<file path="src/rtl/fdce_pkg.sv">
// shared constants, types and tables of the fixed-point to decimal text encoder
`default_nettype none

package fdce_pkg;

   // number format
   localparam int unsigned DECIMALS  = 3;
   localparam int unsigned FRAC_BITS = 16;

   // field widths
   localparam int unsigned SAMPLE_W = 32;
   localparam int unsigned MAG_W    = 32;
   localparam int unsigned BYTE_W   = 8;
   localparam int unsigned DIGIT_W  = 4;

   // a 32-bit scaled magnitude has at most ten decimal places
   localparam int unsigned NUM_DIGITS = 10;
   localparam int unsigned POS_W      = $clog2(NUM_DIGITS);
   localparam int unsigned WGT_W      = MAG_W + DIGIT_W;

   // elaboration-time power of ten
   function automatic longint unsigned pow10_const(input int unsigned n);
      longint unsigned p;
      p = 1;
      for (int unsigned i = 0; i < n; i++) begin
         p = p * 10;
      end
      return p;
   endfunction

   localparam longint unsigned SCALE   = pow10_const(DECIMALS);
   localparam int unsigned     SCALE_W = (SCALE > 1) ? $clog2(SCALE + 1) : 1;
   localparam int unsigned     PROD_W  = MAG_W + SCALE_W;

   // saturation bound on the magnitude and the scaled value printed then
   localparam longint unsigned LIMIT   = 64'h0000_0000_FFFF_FFFF / SCALE;
   localparam int unsigned     SAT_W   = MAG_W + FRAC_BITS;
   localparam logic [SAT_W-1:0]  SAT_MAG    = SAT_W'(LIMIT << FRAC_BITS);
   localparam logic [MAG_W-1:0]  SAT_SCALED = MAG_W'(LIMIT * SCALE);

   // rounding constant, half of one output unit
   localparam logic [PROD_W:0] ROUND_HALF =
      (FRAC_BITS > 0) ? (PROD_W + 1)'(64'd1 << (FRAC_BITS - 1)) : '0;

   // weight of each decimal place
   typedef logic [NUM_DIGITS-1:0][WGT_W-1:0] pow_tab_type;

   function automatic pow_tab_type make_pow_tab();
      pow_tab_type tab;
      for (int unsigned i = 0; i < NUM_DIGITS; i++) begin
         tab[i] = WGT_W'(pow10_const(i));
      end
      return tab;
   endfunction

   localparam pow_tab_type POW10_TAB = make_pow_tab();

   // characters
   localparam logic [BYTE_W-1:0] CH_MINUS = 8'h2D;
   localparam logic [BYTE_W-1:0] CH_DOT   = 8'h2E;
   localparam logic [BYTE_W-1:0] CH_ZERO  = 8'h30;
   localparam logic [BYTE_W-1:0] CH_COMMA = 8'h2C;
   localparam logic [BYTE_W-1:0] CH_LF    = 8'h0A;

   // output byte select codes
   localparam logic [2:0] SEL_MINUS = 3'd0;
   localparam logic [2:0] SEL_DIGIT = 3'd1;
   localparam logic [2:0] SEL_DOT   = 3'd2;
   localparam logic [2:0] SEL_ZERO  = 3'd3;
   localparam logic [2:0] SEL_TERM  = 3'd4;

   // controller to datapath commands
   typedef struct packed {
      logic       capture;
      logic       load_rem;
      logic       step;
      logic       emit;
      logic [2:0] sel;
   } cmd_type;

   // datapath to controller status
   typedef struct packed {
      logic nf;
      logic neg;
      logic out_free;
      logic show_digit;
      logic pos_zero;
      logic pos_units;
   } status_type;

endpackage

`default_nettype wire

</file>
<file path="src/rtl/fdce_if.sv">
// valid/ready channel interfaces for sample beats and text byte beats
`default_nettype none

interface fdce_req_if;
   logic               valid;
   logic               ready;
   logic signed [31:0] sample;
   logic               not_finite;
   logic               end_of_frame;

   modport source (output valid, output sample, output not_finite, output end_of_frame,
                   input ready);
   modport sink   (input valid, input sample, input not_finite, input end_of_frame,
                   output ready);
endinterface

interface fdce_rsp_if;
   logic       valid;
   logic       ready;
   logic [7:0] ascii_byte;
   logic       item_done;

   modport source (output valid, output ascii_byte, output item_done, input ready);
   modport sink   (input valid, input ascii_byte, input item_done, output ready);
endinterface

`default_nettype wire

</file>
<file path="src/rtl/fdce_dp.sv">
// datapath: magnitude, scaling, decimal place scan and output byte register
`default_nettype none

module fdce_dp (
   input  wire logic                clock,
   input  wire logic                reset,
   input  wire fdce_pkg::cmd_type   cmd,
   output fdce_pkg::status_type     stat,
   input  wire logic signed [31:0]  sample,
   input  wire logic                not_finite,
   input  wire logic                end_of_frame,
   output logic                     out_valid,
   output logic [7:0]               out_byte,
   output logic                     out_done,
   input  wire logic                out_ready
);
   import fdce_pkg::*;

   logic [MAG_W-1:0]  mag_ff;
   logic              neg_ff, nf_ff, eof_ff;
   logic [PROD_W-1:0] prod_ff;
   logic              sat_ff;
   logic [MAG_W-1:0]  rem_ff, rem_in;
   logic [POS_W-1:0]  pos_ff;
   logic              started_ff;
   logic              valid_ff;
   logic [BYTE_W-1:0] byte_ff, byte_in;
   logic              done_ff;

   logic [MAG_W-1:0]   raw;
   logic [MAG_W-1:0]   mag_in;
   logic [PROD_W:0]    round_sum;
   logic [PROD_W:0]    round_shift;
   logic [WGT_W-1:0]   weight;
   logic [WGT_W-1:0]   mult [0:9];
   logic [WGT_W-1:0]   rem_ext;
   logic [DIGIT_W-1:0] digit;
   logic               out_free;

   // two's complement magnitude, the most negative value maps to 2^31
   assign raw    = MAG_W'(sample);
   assign mag_in = raw[MAG_W-1] ? (~raw + MAG_W'(1)) : raw;

   // sample capture on accept
   always_ff @(posedge clock) begin
      if (cmd.capture) begin
         mag_ff <= mag_in;
         neg_ff <= raw[MAG_W-1];
         nf_ff  <= not_finite;
         eof_ff <= end_of_frame;
      end
   end

   // scale by ten to the number of decimals, flag saturation
   always_ff @(posedge clock) begin
      prod_ff <= PROD_W'(mag_ff) * PROD_W'(SCALE);
      sat_ff  <= SAT_W'(mag_ff) > SAT_MAG;
   end

   // round half up and drop the fraction bits
   assign round_sum   = {1'b0, prod_ff} + ROUND_HALF;
   assign round_shift = round_sum >> FRAC_BITS;

   // multiples of the current place weight, pick the largest that fits
   assign weight  = POW10_TAB[pos_ff];
   assign rem_ext = WGT_W'(rem_ff);

   always_comb begin
      digit = '0;
      for (int d = 0; d < 10; d++) begin
         mult[d] = WGT_W'(weight * WGT_W'(d));
      end
      for (int d = 1; d < 10; d++) begin
         if (rem_ext >= mult[d]) begin
            digit = DIGIT_W'(d);
         end
      end
   end

   assign rem_in = rem_ff - MAG_W'(mult[digit]);

   // decimal place scan registers
   always_ff @(posedge clock) begin
      if (reset) begin
         started_ff <= 1'b0;
         pos_ff     <= '0;
      end else if (cmd.load_rem) begin
         started_ff <= 1'b0;
         pos_ff     <= POS_W'(NUM_DIGITS - 1);
      end else if (cmd.step) begin
         started_ff <= started_ff | (digit != '0);
         pos_ff     <= pos_ff - POS_W'(1);
      end
   end

   always_ff @(posedge clock) begin
      if (cmd.load_rem) begin
         rem_ff <= sat_ff ? SAT_SCALED : round_shift[MAG_W-1:0];
      end else if (cmd.step) begin
         rem_ff <= rem_in;
      end
   end

   // byte selection
   always_comb begin
      case (cmd.sel)
         SEL_MINUS: byte_in = CH_MINUS;
         SEL_DIGIT: byte_in = CH_ZERO + BYTE_W'(digit);
         SEL_DOT:   byte_in = CH_DOT;
         SEL_ZERO:  byte_in = CH_ZERO;
         SEL_TERM:  byte_in = eof_ff ? CH_LF : CH_COMMA;
         default:   byte_in = CH_ZERO;
      endcase
   end

   // output beat register
   assign out_free = !valid_ff || out_ready;

   always_ff @(posedge clock) begin
      if (reset) begin
         valid_ff <= 1'b0;
      end else if (cmd.emit) begin
         valid_ff <= 1'b1;
      end else if (out_ready) begin
         valid_ff <= 1'b0;
      end
   end

   always_ff @(posedge clock) begin
      if (cmd.emit) begin
         byte_ff <= byte_in;
         done_ff <= (cmd.sel == SEL_TERM);
      end
   end

   assign out_valid = valid_ff;
   assign out_byte  = byte_ff;
   assign out_done  = done_ff;

   // status to the controller
   assign stat.nf         = nf_ff;
   assign stat.neg        = neg_ff;
   assign stat.out_free   = out_free;
   assign stat.show_digit = (digit != '0) || started_ff || (pos_ff <= POS_W'(DECIMALS));
   assign stat.pos_zero   = (pos_ff == '0);
   assign stat.pos_units  = (pos_ff == POS_W'(DECIMALS));

   // the digit removed never exceeds the remainder
   assert property (@(posedge clock) disable iff (reset)
      cmd.step |-> (rem_ext >= mult[digit]))
      else $error("digit weight exceeds remainder");

   // every place from the units down is printed
   assert property (@(posedge clock) disable iff (reset)
      cmd.step && (pos_ff <= POS_W'(DECIMALS)) |-> cmd.emit)
      else $error("place at or below units skipped");

   // a beat is never overwritten while it waits
   assert property (@(posedge clock) disable iff (reset)
      valid_ff && !out_ready |-> !cmd.emit)
      else $error("pending beat overwritten");

endmodule

`default_nettype wire

</file>
<file path="src/rtl/fdce_ctrl.sv">
// controller: sequences sign, decimal places, point and terminator per sample, or a zero and terminator when not finite
`default_nettype none

module fdce_ctrl (
   input  wire logic                  clock,
   input  wire logic                  reset,
   input  wire logic                  in_valid,
   output logic                       in_ready,
   input  wire fdce_pkg::status_type  stat,
   output fdce_pkg::cmd_type          cmd
);
   import fdce_pkg::*;

   localparam logic [2:0] ST_IDLE  = 3'd0;
   localparam logic [2:0] ST_LOAD  = 3'd1;
   localparam logic [2:0] ST_SIGN  = 3'd2;
   localparam logic [2:0] ST_DIGIT = 3'd3;
   localparam logic [2:0] ST_DOT   = 3'd4;
   localparam logic [2:0] ST_ZERO  = 3'd5;
   localparam logic [2:0] ST_TERM  = 3'd6;

   logic [2:0] state_ff, state_in;

   assign in_ready = (state_ff == ST_IDLE);

   // next state and commands
   always_comb begin
      state_in     = state_ff;
      cmd.capture  = 1'b0;
      cmd.load_rem = 1'b0;
      cmd.step     = 1'b0;
      cmd.emit     = 1'b0;
      cmd.sel      = SEL_DIGIT;
      case (state_ff)
         ST_IDLE: begin
            if (in_valid) begin
               cmd.capture = 1'b1;
               state_in    = ST_LOAD;
            end
         end
         ST_LOAD: begin
            state_in = stat.nf ? ST_ZERO : ST_SIGN;
         end
         ST_SIGN: begin
            cmd.load_rem = 1'b1;
            cmd.sel      = SEL_MINUS;
            if (!stat.neg) begin
               state_in = ST_DIGIT;
            end else if (stat.out_free) begin
               cmd.emit = 1'b1;
               state_in = ST_DIGIT;
            end
         end
         ST_DIGIT: begin
            cmd.sel = SEL_DIGIT;
            if (!stat.show_digit || stat.out_free) begin
               cmd.step = 1'b1;
               cmd.emit = stat.show_digit;
               if (stat.pos_zero) begin
                  state_in = ST_TERM;
               end else if (stat.pos_units) begin
                  state_in = ST_DOT;
               end
            end
         end
         ST_DOT: begin
            cmd.sel = SEL_DOT;
            if (stat.out_free) begin
               cmd.emit = 1'b1;
               state_in = ST_DIGIT;
            end
         end
         ST_ZERO: begin
            cmd.sel = SEL_ZERO;
            if (stat.out_free) begin
               cmd.emit = 1'b1;
               state_in = ST_TERM;
            end
         end
         ST_TERM: begin
            cmd.sel = SEL_TERM;
            if (stat.out_free) begin
               cmd.emit = 1'b1;
               state_in = ST_IDLE;
            end
         end
         default: begin
            state_in = ST_IDLE;
         end
      endcase
   end

   // state register
   always_ff @(posedge clock) begin
      if (reset) begin
         state_ff <= ST_IDLE;
      end else begin
         state_ff <= state_in;
      end
   end

   // a beat is only launched into a free output register
   assert property (@(posedge clock) disable iff (reset)
      cmd.emit |-> stat.out_free)
      else $error("beat launched into busy output");

   // the last place always leads to the terminator
   assert property (@(posedge clock) disable iff (reset)
      (state_ff == ST_DIGIT) && cmd.step && stat.pos_zero |=> (state_ff == ST_TERM))
      else $error("terminator missed after last place");

   // the point follows the units place when there are decimals
   assert property (@(posedge clock) disable iff (reset)
      (state_ff == ST_DIGIT) && cmd.step && stat.pos_units && !stat.pos_zero
      |=> (state_ff == ST_DOT))
      else $error("decimal point missed");

   // an accepted sample always starts the load cycle
   assert property (@(posedge clock) disable iff (reset)
      in_valid && in_ready |=> (state_ff == ST_LOAD))
      else $error("accepted sample not loaded");

endmodule

`default_nettype wire

</file>
<file path="src/rtl/fixed_to_decimal_csv_encoder.sv">
// top level of the fixed-point to decimal text encoder
`default_nettype none

// Prints one signed Q16.16 sample per accepted beat as text, one character per
// output beat: an optional '-', the integer digits without leading zeros, '.'
// and three fraction digits (rounded half up, magnitude saturated), then ','
// or, with end_of_frame set, a newline; either terminator carries item_done. A
// not-finite sample prints a single '0' and its terminator. Samples are handled
// one at a time: a finite sample occupies the block through accept, multiply,
// sign, the scan of all ten decimal places (one place per cycle while the
// output is free or the place is not printed), point and terminator; a
// not-finite one through accept, load, zero and terminator. Output stalls hold
// the block in any step that has a character to send.
module fixed_to_decimal_csv_encoder (
   input  wire logic  clock,
   input  wire logic  reset,
   fdce_req_if.sink   req_bus,
   fdce_rsp_if.source rsp_bus
);
   import fdce_pkg::*;

   cmd_type    cmd;
   status_type stat;
   logic       in_ready;
   logic       out_valid;
   logic [7:0] out_byte;
   logic       out_done;

   // sequencing
   fdce_ctrl u_ctrl (
      .clock    (clock),
      .reset    (reset),
      .in_valid (req_bus.valid),
      .in_ready (in_ready),
      .stat     (stat),
      .cmd      (cmd)
   );

   // arithmetic and output register
   fdce_dp u_dp (
      .clock        (clock),
      .reset        (reset),
      .cmd          (cmd),
      .stat         (stat),
      .sample       (req_bus.sample),
      .not_finite   (req_bus.not_finite),
      .end_of_frame (req_bus.end_of_frame),
      .out_valid    (out_valid),
      .out_byte     (out_byte),
      .out_done     (out_done),
      .out_ready    (rsp_bus.ready)
   );

   // channel hookup
   assign req_bus.ready      = in_ready;
   assign rsp_bus.valid      = out_valid;
   assign rsp_bus.ascii_byte = out_byte;
   assign rsp_bus.item_done  = out_done;

endmodule

`default_nettype wire
</file>
<file path="src/flat_wrapper.sv">
// flat-port wrapper written by rule: the top's interface ports become plain ports
module fixed_to_decimal_csv_encoder_flat import fdce_pkg::*;
  (clock, reset, req_bus_valid, req_bus_sample, req_bus_not_finite, req_bus_end_of_frame, req_bus_ready, rsp_bus_valid, rsp_bus_ascii_byte, rsp_bus_item_done, rsp_bus_ready);
  fdce_req_if req_bus_i ();
  fdce_rsp_if rsp_bus_i ();
  input  wire logic clock;
  input  wire logic reset;
  input wire logic [$bits(req_bus_i.valid)-1:0] req_bus_valid;
  input wire logic [$bits(req_bus_i.sample)-1:0] req_bus_sample;
  input wire logic [$bits(req_bus_i.not_finite)-1:0] req_bus_not_finite;
  input wire logic [$bits(req_bus_i.end_of_frame)-1:0] req_bus_end_of_frame;
  output wire logic [$bits(req_bus_i.ready)-1:0] req_bus_ready;
  output wire logic [$bits(rsp_bus_i.valid)-1:0] rsp_bus_valid;
  output wire logic [$bits(rsp_bus_i.ascii_byte)-1:0] rsp_bus_ascii_byte;
  output wire logic [$bits(rsp_bus_i.item_done)-1:0] rsp_bus_item_done;
  input wire logic [$bits(rsp_bus_i.ready)-1:0] rsp_bus_ready;
  assign req_bus_i.valid = req_bus_valid;
  assign req_bus_i.sample = req_bus_sample;
  assign req_bus_i.not_finite = req_bus_not_finite;
  assign req_bus_i.end_of_frame = req_bus_end_of_frame;
  assign req_bus_ready = req_bus_i.ready;
  assign rsp_bus_valid = rsp_bus_i.valid;
  assign rsp_bus_ascii_byte = rsp_bus_i.ascii_byte;
  assign rsp_bus_item_done = rsp_bus_i.item_done;
  assign rsp_bus_i.ready = rsp_bus_ready;
  fixed_to_decimal_csv_encoder u_core (.clock(clock), .reset(reset), .req_bus(req_bus_i), .rsp_bus(rsp_bus_i));
endmodule
</file>
<file path="config.mk">
export PLATFORM = sky130hd
export DESIGN_NAME = fixed_to_decimal_csv_encoder_flat
export DESIGN_NICKNAME = d
export VERILOG_FILES = /design/src/rtl/fdce_pkg.sv /design/src/rtl/fdce_if.sv /design/src/rtl/fdce_dp.sv /design/src/rtl/fdce_ctrl.sv /design/src/rtl/fixed_to_decimal_csv_encoder.sv /design/src/flat_wrapper.sv
export SDC_FILE = /design/constraint.sdc
export NUM_CORES = 1
export LEC_CHECK = 0
export BUFFER_PORTS_ARGS = -buffer_cell sky130_fd_sc_hd__buf_2
export CAP_MARGIN = 20
export CORE_MARGIN = 2
export CORE_UTILIZATION = 30
export CTS_BUF_LIST = sky130_fd_sc_hd__clkbuf_16
export DETAILED_ROUTE_END_ITERATION = 12
export GPL_ROUTABILITY_DRIVEN = 0
export PLACE_DENSITY = 0.54
export SLEW_MARGIN = 30
export SYNTH_ARGS = -nofsm -noshare
export SYNTH_HDL_FRONTEND = slang
export SYNTH_SLANG_ARGS = --single-unit
export TNS_END_PERCENT = 30
</file>
<file path="constraint.sdc">
create_clock -name clock -period 14.1 [get_ports clock]
set_clock_uncertainty 0.15 [all_clocks]
set_input_delay 2.82 -clock clock [delete_from_list [all_inputs] [get_ports clock]]
set_output_delay 2.82 -clock clock [all_outputs]
set_load 0.02 [all_outputs]
</file>
==> results of run 1 <==
final cells by class:
cell class              count  area (µm²)  share of cell area [%]
multi-input cells        2370       19700                    78.3
clock inverters             6        37.5                   0.149
repair buffers             82         508                    2.02
flip-flops and latches    110        2890                    11.5
well taps                1040        1300                    5.16
clock buffers              10         250                   0.993
inverters                 127         477                    1.89
how the worst max path moves through the flow:
stage                                                  start                             endpoint  slack (ps)  cells after the start
after floorplan           u_core.u_dp.pos_ff[0]$_SDFFE_PP0P_     u_core.u_dp.rem_ff[18]$_DFFE_PP_        4050                     44
after global placement    u_core.u_dp.pos_ff[2]$_SDFFE_PP0P_     u_core.u_dp.rem_ff[18]$_DFFE_PP_        1890                     41
after detailed placement  u_core.u_dp.pos_ff[0]$_SDFFE_PP0P_     u_core.u_dp.rem_ff[18]$_DFFE_PP_        1690                     42
after CTS                 u_core.u_dp.pos_ff[0]$_SDFFE_PP0P_     u_core.u_dp.rem_ff[18]$_DFFE_PP_        1620                     44
after global routing      u_core.u_dp.pos_ff[0]$_SDFFE_PP0P_     u_core.u_dp.rem_ff[18]$_DFFE_PP_         610                     44
final                     u_core.u_dp.pos_ff[0]$_SDFFE_PP0P_  u_core.u_dp.rem_ff[31]$_SDFFE_PP0P_        1290                     41
state kept, by name, indices dropped and copies added, names as in the netlist:
name and cells:
u_core.u_dp.eof_ff 1, u_core.u_dp.out_done 1, u_core.u_dp.out_byte 6, u_core.u_dp.prod_ff 27
u_core.u_dp.nf_ff 1, u_core.u_dp.rem_ff 32, u_core.u_ctrl.state_ff 3, u_core.u_dp.pos_ff 4
u_core.u_dp.started_ff 1, u_core.u_dp.mag_ff 32, u_core.u_dp.neg_ff 1, u_core.u_dp.out_valid 1
placed cells by master (no fill, tap or decap), drive strengths merged, types with 24 or more instances in the layout:
master  Yosys  final
o21ai     171    171
nand2b     37     37
nor2b      36     36
ha        487    487
o21a       39     39
inv       127    128
nand4      44     44
nand3      76     76
nor3       52     52
nand2     192    192
o211ai     28     28
mux2i      30     30
buf        36     82
a211oi     34     34
o31ai      24     24
a31oi      24     24
a21o       68     68
dfxtp      41     41
or3        31     31
nor2      173    173
fa        135    135
edfxtp     69     69
xor2       60     60
a21oi     232    232
xnor2     126    126
synth_stat cells, types with 35 or more instances:
cell type	n
clkbuf_1	41
fa_1	135
o21ai_0	167
nor3_1	50
dfxtp_1	41
ha_1	487
inv_1	121
a21oi_1	229
nand2_1	190
xor2_1	60
a21o_1	68
nor2_1	172
nand4_1	44
edfxtp_1	69
xnor2_1	126
o21a_1	39
nand3_1	75
nand2b_1	36
nor2b_1	35
layer usage:
metal / vias up / global-route usage [%] / wire length, µm
li1: 10000 / - / -
met1: 9854 / 25.5 / 34400
met2: 730 / 27.8 / 31500
met3: 144 / 2.69 / 5320
met4: 4 / 6.57 / 2960
met5: - / 0 / 33
critical path: cells and delay by family (launching register included):
family                   cells  cell delay [ps]
buffers and inverters        3              920
multiplexers                 1              380
adder cells (fa/ha/maj)      5             2010
AO/OA/AOI/OAI               25             5970
flip-flops                   1              910
XOR/XNOR                     2              370
AND/OR/NAND/NOR              5             1950
kinds of logic (layout without fill, tap and decap cells):
logic type               after synthesis  count (layout)  share of synthesized area (%)
AO/OA/AOI/OAI                        781             781                           21.7
XOR/XNOR                             186             186                           6.94
adder cells (fa/ha/maj)              622             622                           37.5
buffers and inverters                204             225                           3.72
flip-flops                           110             110                           12.3
multiplexers                          46              46                           2.21
other                                  2               5                         0.0320
AND/OR/NAND/NOR                      730             730                           15.6
through the flow:
stage / instances / hold slack [ps] / worst slack, ps / instance area (µm²) / util, %
detailed placement: 3729 / 353 / 1690 / 24900 / 32.2
global placement: 3728 / 350 / 1890 / 24900 / 32.1
CTS: 3745 / 374 / 1620 / 25200 / 32.5
floorplan: 2684 / 333 / 4050 / 23500 / -
finish: 3745 / 369 / 1290 / 25200 / 32.5
global route: 3745 / 417 / 609 / 25200 / 32.5
==> results.sh, run 1 <==
export IMPL_finalSetupTns_ps=0
export IMPL_ctsHoldBuffers=0
export IMPL_whs_endpoint="u_core.u_dp.started_ff$_SDFFE_PP0P_"
export IMPL_fmax_mhz=78.0
export IMPL_reg2reg_depth=41
export IMPL_fin_nets=3360
export IMPL_antenna_found_initial=2
export IMPL_drv_cap=0
export IMPL_yosys_area_top_type="ha_1"
export IMPL_clk_latency_ps=370
export IMPL_clock_path_buffers=2
export IMPL_row_count=102
export IMPL_ant_nets=0
export IMPL_fill_cells=8186
export IMPL_timing_critical_path_to_type="register"
export IMPL_rrSetupSlack_ps=1290
export IMPL_clkTransAtPathRegs_ps=70
export IMPL_async_flop_share_pct=0
export IMPL_start_util_pct=30.3
export IMPL_hold_path_class="reg2reg"
export IMPL_postCtsSetupRepairBufs=0
export IMPL_slew_viol_final=0
export IMPL_portBuffers=46
export IMPL_ys_flop_type="edfxtp_1"
export IMPL_max_stage_delay_ps=910
export IMPL_die_width_um=284
export IMPL_drc=0
export IMPL_yosysWarnings=0
export IMPL_synthTopCellsByArea="ha_1 (26%), fa_1 (12%), edfxtp_1 (8.8%)"
export IMPL_wl_per_cell_um=19.8
export IMPL_ys_seq_area_share_pct=12.3
export IMPL_hold_viol_final=0
export IMPL_die_area_mm2=0.0805
export IMPL_cts_root_buffer="clkbuf_16"
export IMPL_r2r_start="u_core.u_dp.pos_ff[0]$_SDFFE_PP0P_"
export IMPL_finalSetupViolations=0
export IMPL_rsz0062_at_grt="no"
export IMPL_firstDrtPassIters=5
export IMPL_grt_pass1_wl_um=115000
export IMPL_routed_wl_um=74200
export IMPL_numCtsBuffers=9
export IMPL_grt_pass1_vias=19900
export IMPL_critPathSlowestCell="dfxtp_1"
export IMPL_routed_via_density=5.55
export IMPL_r2r_end="u_core.u_dp.rem_ff[31]$_SDFFE_PP0P_"
export IMPL_grt_max_degree=42
export IMPL_grt_overflow_total=0
export IMPL_die_h_um=284
export IMPL_pin_count=49
export IMPL_period_share_pct=90.9
export IMPL_yosysUniqueCellTypes=108
export IMPL_syn_avg_cell_area_um2=8.76
export IMPL_hp_start="u_core.u_dp.started_ff$_SDFFE_PP0P_"
export IMPL_worst_ep_arrival_time_ps=12900
export IMPL_synth_edf_count=69
export IMPL_drtIter0Drc=1912
export IMPL_ctsResizeCount=0
export IMPL_hpwlAfterDp_um=60600
export IMPL_core_mm2=0.0775
export IMPL_grtUsageTotal_pct=18.1
export IMPL_setup_worst_path_class="reg2reg"
export IMPL_synth_seq_cells=110
export IMPL_slew_headroom_pct=34.4
export IMPL_worstPathMaxFanout=16
export IMPL_diodes=0
export IMPL_finalCriticalPeriod_ps=12810
export IMPL_tightestPinTransition_ps=975
export IMPL_cp_required_ps=14180
export IMPL_drive_gt1_share_pct=6.43
export IMPL_outcome="complete, no violations"
export IMPL_syn_cell_area_mm2=0.0235
export IMPL_cpMostUsedCell="o21ai_0"
export IMPL_cts_max_level=3
export IMPL_cts_tree="yes"
export IMPL_cts_sinks=110
export IMPL_syn2layout_area_growth_pct=7.39
export IMPL_hold_path_depth=1
export IMPL_startpoint_type="register"
export IMPL_synth_cells=2681
export IMPL_dr_total_vias=20800
export IMPL_netlist_area_leader_share_pct=26.0
Power of run 1 is not shown: default switching activity piles up to over one toggle a cycle in this logic, so the estimate is an artifact.
==> run 2: changes to the inputs <==
--- a/config.mk
+++ b/config.mk
@@ -5,6 +5,7 @@
 export SDC_FILE = /design/constraint.sdc
 export NUM_CORES = 1
 export LEC_CHECK = 0
+export ABC_AREA = 1
 export BUFFER_PORTS_ARGS = -buffer_cell sky130_fd_sc_hd__buf_2
 export CAP_MARGIN = 20
 export CORE_MARGIN = 2
==> run 2 against run 1 <==
  * Register-to-register slack improved by 680 ps
  * Design area decreased by 0.85%
  * Count of clock-buffer cells in the layout decreased by 1
  * Global-route usage increased by 1.0 points
  * First-iteration DRC count decreased by 13%
  * Largest cell class unchanged
  * Flip-flop and latch count unchanged
  * Worst setup slack improved by 680 ps
  * Via count increased by 3.9%
  * Synthesized area decreased by 1.1%
  * Non-clock buffer count decreased by 11
==> results.sh, run 2 <==
export IMPL_synthTopCellsByArea="ha_1 (26%), fa_1 (12%), nand2_1 (9.8%)"
export IMPL_cts_root_buffer="clkbuf_16"
export IMPL_portBuffers=46
export IMPL_grtUsageTotal_pct=19.1
export IMPL_hpwlAfterDp_um=62100
export IMPL_syn_cell_area_mm2=0.0232
export IMPL_ant_nets=0
export IMPL_setup_worst_path_class="reg2reg"
export IMPL_cts_max_level=3
export IMPL_grt_max_degree=54
export IMPL_yosysUniqueCellTypes=62
export IMPL_slew_viol_final=0
export IMPL_synth_cells=3070
export IMPL_finalCriticalPeriod_ps=12130
export IMPL_critPathSlowestCell="nor2_1"
export IMPL_clkTransAtPathRegs_ps=90
export IMPL_ctsHoldBuffers=0
export IMPL_hp_start="u_core.u_dp.started_ff$_SDFFE_PP0P_"
export IMPL_syn2layout_area_growth_pct=7.65
export IMPL_slew_headroom_pct=34.2
export IMPL_most_common_layout_cells="nand2_1 (607), ha_1 (487), inv_1 (318)"
export IMPL_fin_nets=3756
export IMPL_dr_total_vias=21600
export IMPL_antenna_found_initial=1
export IMPL_dp_slack_ps=2210
export IMPL_fin_area_mm2=0.0250
export IMPL_synth_xor_area_share_pct=6.19
export IMPL_drv_cap=0
export IMPL_diodes=0
export IMPL_synth_most_common_cell="nand2_1"
export IMPL_startpoint="u_core.u_dp.pos_ff[0]$_SDFFE_PP0P_"
export IMPL_worst_slack_ps=1970
export IMPL_synth_compound_area_share_pct=15.1
export IMPL_max_stage_delay_ps=730
export IMPL_postCtsSetupRepairBufs=0
export IMPL_clk_latency_ps=380
export IMPL_startpoint_type="register"
export IMPL_hold_viol_final=0
export IMPL_drive_gt1_share_pct=4.58
export IMPL_start_util_pct=30.1
export IMPL_syn_avg_cell_area_um2=7.56
export IMPL_synth_top_family_by_area="adder cells"
export IMPL_dpl_cell_area_mm2=0.0247
export IMPL_yosysWarnings=0
export IMPL_row_count=102
export IMPL_tightestPinTransition_ps=985
export IMPL_outcome="complete, no violations"
export IMPL_hold_path_class="reg2reg"
export IMPL_die_area_mm2=0.0796
export IMPL_async_flop_share_pct=0
export IMPL_yosys_area_top_type="ha_1"
export IMPL_cp_required_ps=14080
export IMPL_period_share_pct=86.0
export IMPL_synthMuxAreaShare_pct=0
export IMPL_clock_path_buffers=2
export IMPL_finalSetupTns_ps=0
export IMPL_routed_wl_um=75800
export IMPL_grt_pass1_wl_um=118000
export IMPL_reg_top3="u_core.u_dp.mag_ff: 32 flops, u_core.u_dp.rem_ff: 32 flops, u_core.u_dp.prod_ff: 27 flops"
export IMPL_synth_seq_cells=110
export IMPL_netlist_area_leader_share_pct=26.2
export IMPL_synthTopCellsByCount="nand2_1 (607), ha_1 (487), inv_1 (318)"
export IMPL_final_common_cell="nand2_1"
export IMPL_synth_adder_area_share_pct=37.9
export IMPL_drc=0
export IMPL_synth_edf_count=69
export IMPL_rsz0062_at_grt="no"
export IMPL_grt_overflow_total=0
export IMPL_ctsResizeCount=0
export IMPL_pin_count=49
export IMPL_fmax_mhz=82.4
export IMPL_yosys_area_share_simple_pct=21.8
export IMPL_die_h_um=282
export IMPL_r2r_start="u_core.u_dp.pos_ff[0]$_SDFFE_PP0P_"
export IMPL_routed_via_density=5.21
export IMPL_ys_seq_area_share_pct=12.5
export IMPL_grt_pass1_vias=20900
export IMPL_drtIter0Drc=1654
export IMPL_cts_tree="yes"
export IMPL_worst_ep_arrival_time_ps=12110
export IMPL_multi_input_area_mm2=0.0188
export IMPL_cts_sinks=110
export IMPL_firstDrtPassIters=6
export IMPL_ys_flop_type="edfxtp_1"
export IMPL_numCtsBuffers=9
export IMPL_finalSetupViolations=0
export IMPL_worstPathMaxFanout=53
export IMPL_die_width_um=282
export IMPL_timing_critical_path_to_type="register"
export IMPL_wl_per_cell_um=18.3
export IMPL_cpMostUsedCell="nand2_1"
export IMPL_seqCellArea_mm2=0.00289
export IMPL_core_mm2=0.0771
export IMPL_fill_cells=8448
run 2: changes by cell type in the layout (fill, tap and decap cells not counted), moves of 29 or more:
cell | before | now
a21o_1 | 68 | 6
o21a_1 | 39 | 7
nor2_1 | 172 | 215
nand3_1 | 75 | 184
nor2b_1 | 35 | 0
inv_1 | 122 | 318
xnor2_1 | 126 | 56
mux2i_1 | 30 | 0
nand2_1 | 190 | 607
a21oi_1 | 229 | 299
xor2_1 | 60 | 108
nand2b_1 | 36 | 0
or3_1 | 29 | 0
run 2: logic make-up after synthesis:
kind of cell | Yosys count
AOI/OAI and AO/OA | 616
DFF | 110
xor gates and xnor gates | 164
and+or+nand+nor | 1169
adders and majority gates | 622
other | 2
buffers and inverters | 387
run 2: through the flow:
step	hold WS [ps]	std cells	utilization (%)
finish	316	4141	32.4
global route	348	4141	32.4
floorplan	280	3073	-
CTS	309	4140	32.4
detailed placement	294	4124	32.0
global placement	293	4124	32.0
run 2: layer usage:
metal	track usage [%]	share of wire (%)
met5	0	0.017
met1	26.4	47
met3	2.54	6.4
met2	30.6	44
met4	6.11	3.1
run 2: worst paths after layout:
path	end	slack, ps	cells after the start
max	u_core.u_dp.rem_ff[25]$_DFFE_PP_	1970	50
min	u_core.u_dp.started_ff$_SDFFE_PP0P_	320	2
max reg2reg	u_core.u_dp.rem_ff[25]$_DFFE_PP_	1970	50
min reg2reg	u_core.u_dp.started_ff$_SDFFE_PP0P_	320	2
run 2: worst max-delay path, delay by kind of cell, from the launching register on:
| family | cells | cell delay, ps |
|---|---|---|
| AOI/OAI and AO/OA | 14 | 3580 |
| xor gates and xnor gates | 1 | 400 |
| adders and majority gates | 5 | 1450 |
| buffers and inverters | 7 | 1430 |
| DFF | 1 | 490 |
| and+or+nand+nor | 23 | 4350 |
run 2: layout make-up:
class	count	area share, %
Multi-Input combinational cell	2576	75.4
Sequential cell	110	11.6
Tap cell	1040	5.21
Inverter	328	4.93
Timing Repair Buffer	71	1.75
Clock buffer	9	0.901
Clock inverter	7	0.275
Power of run 2 is left out for the same reason.
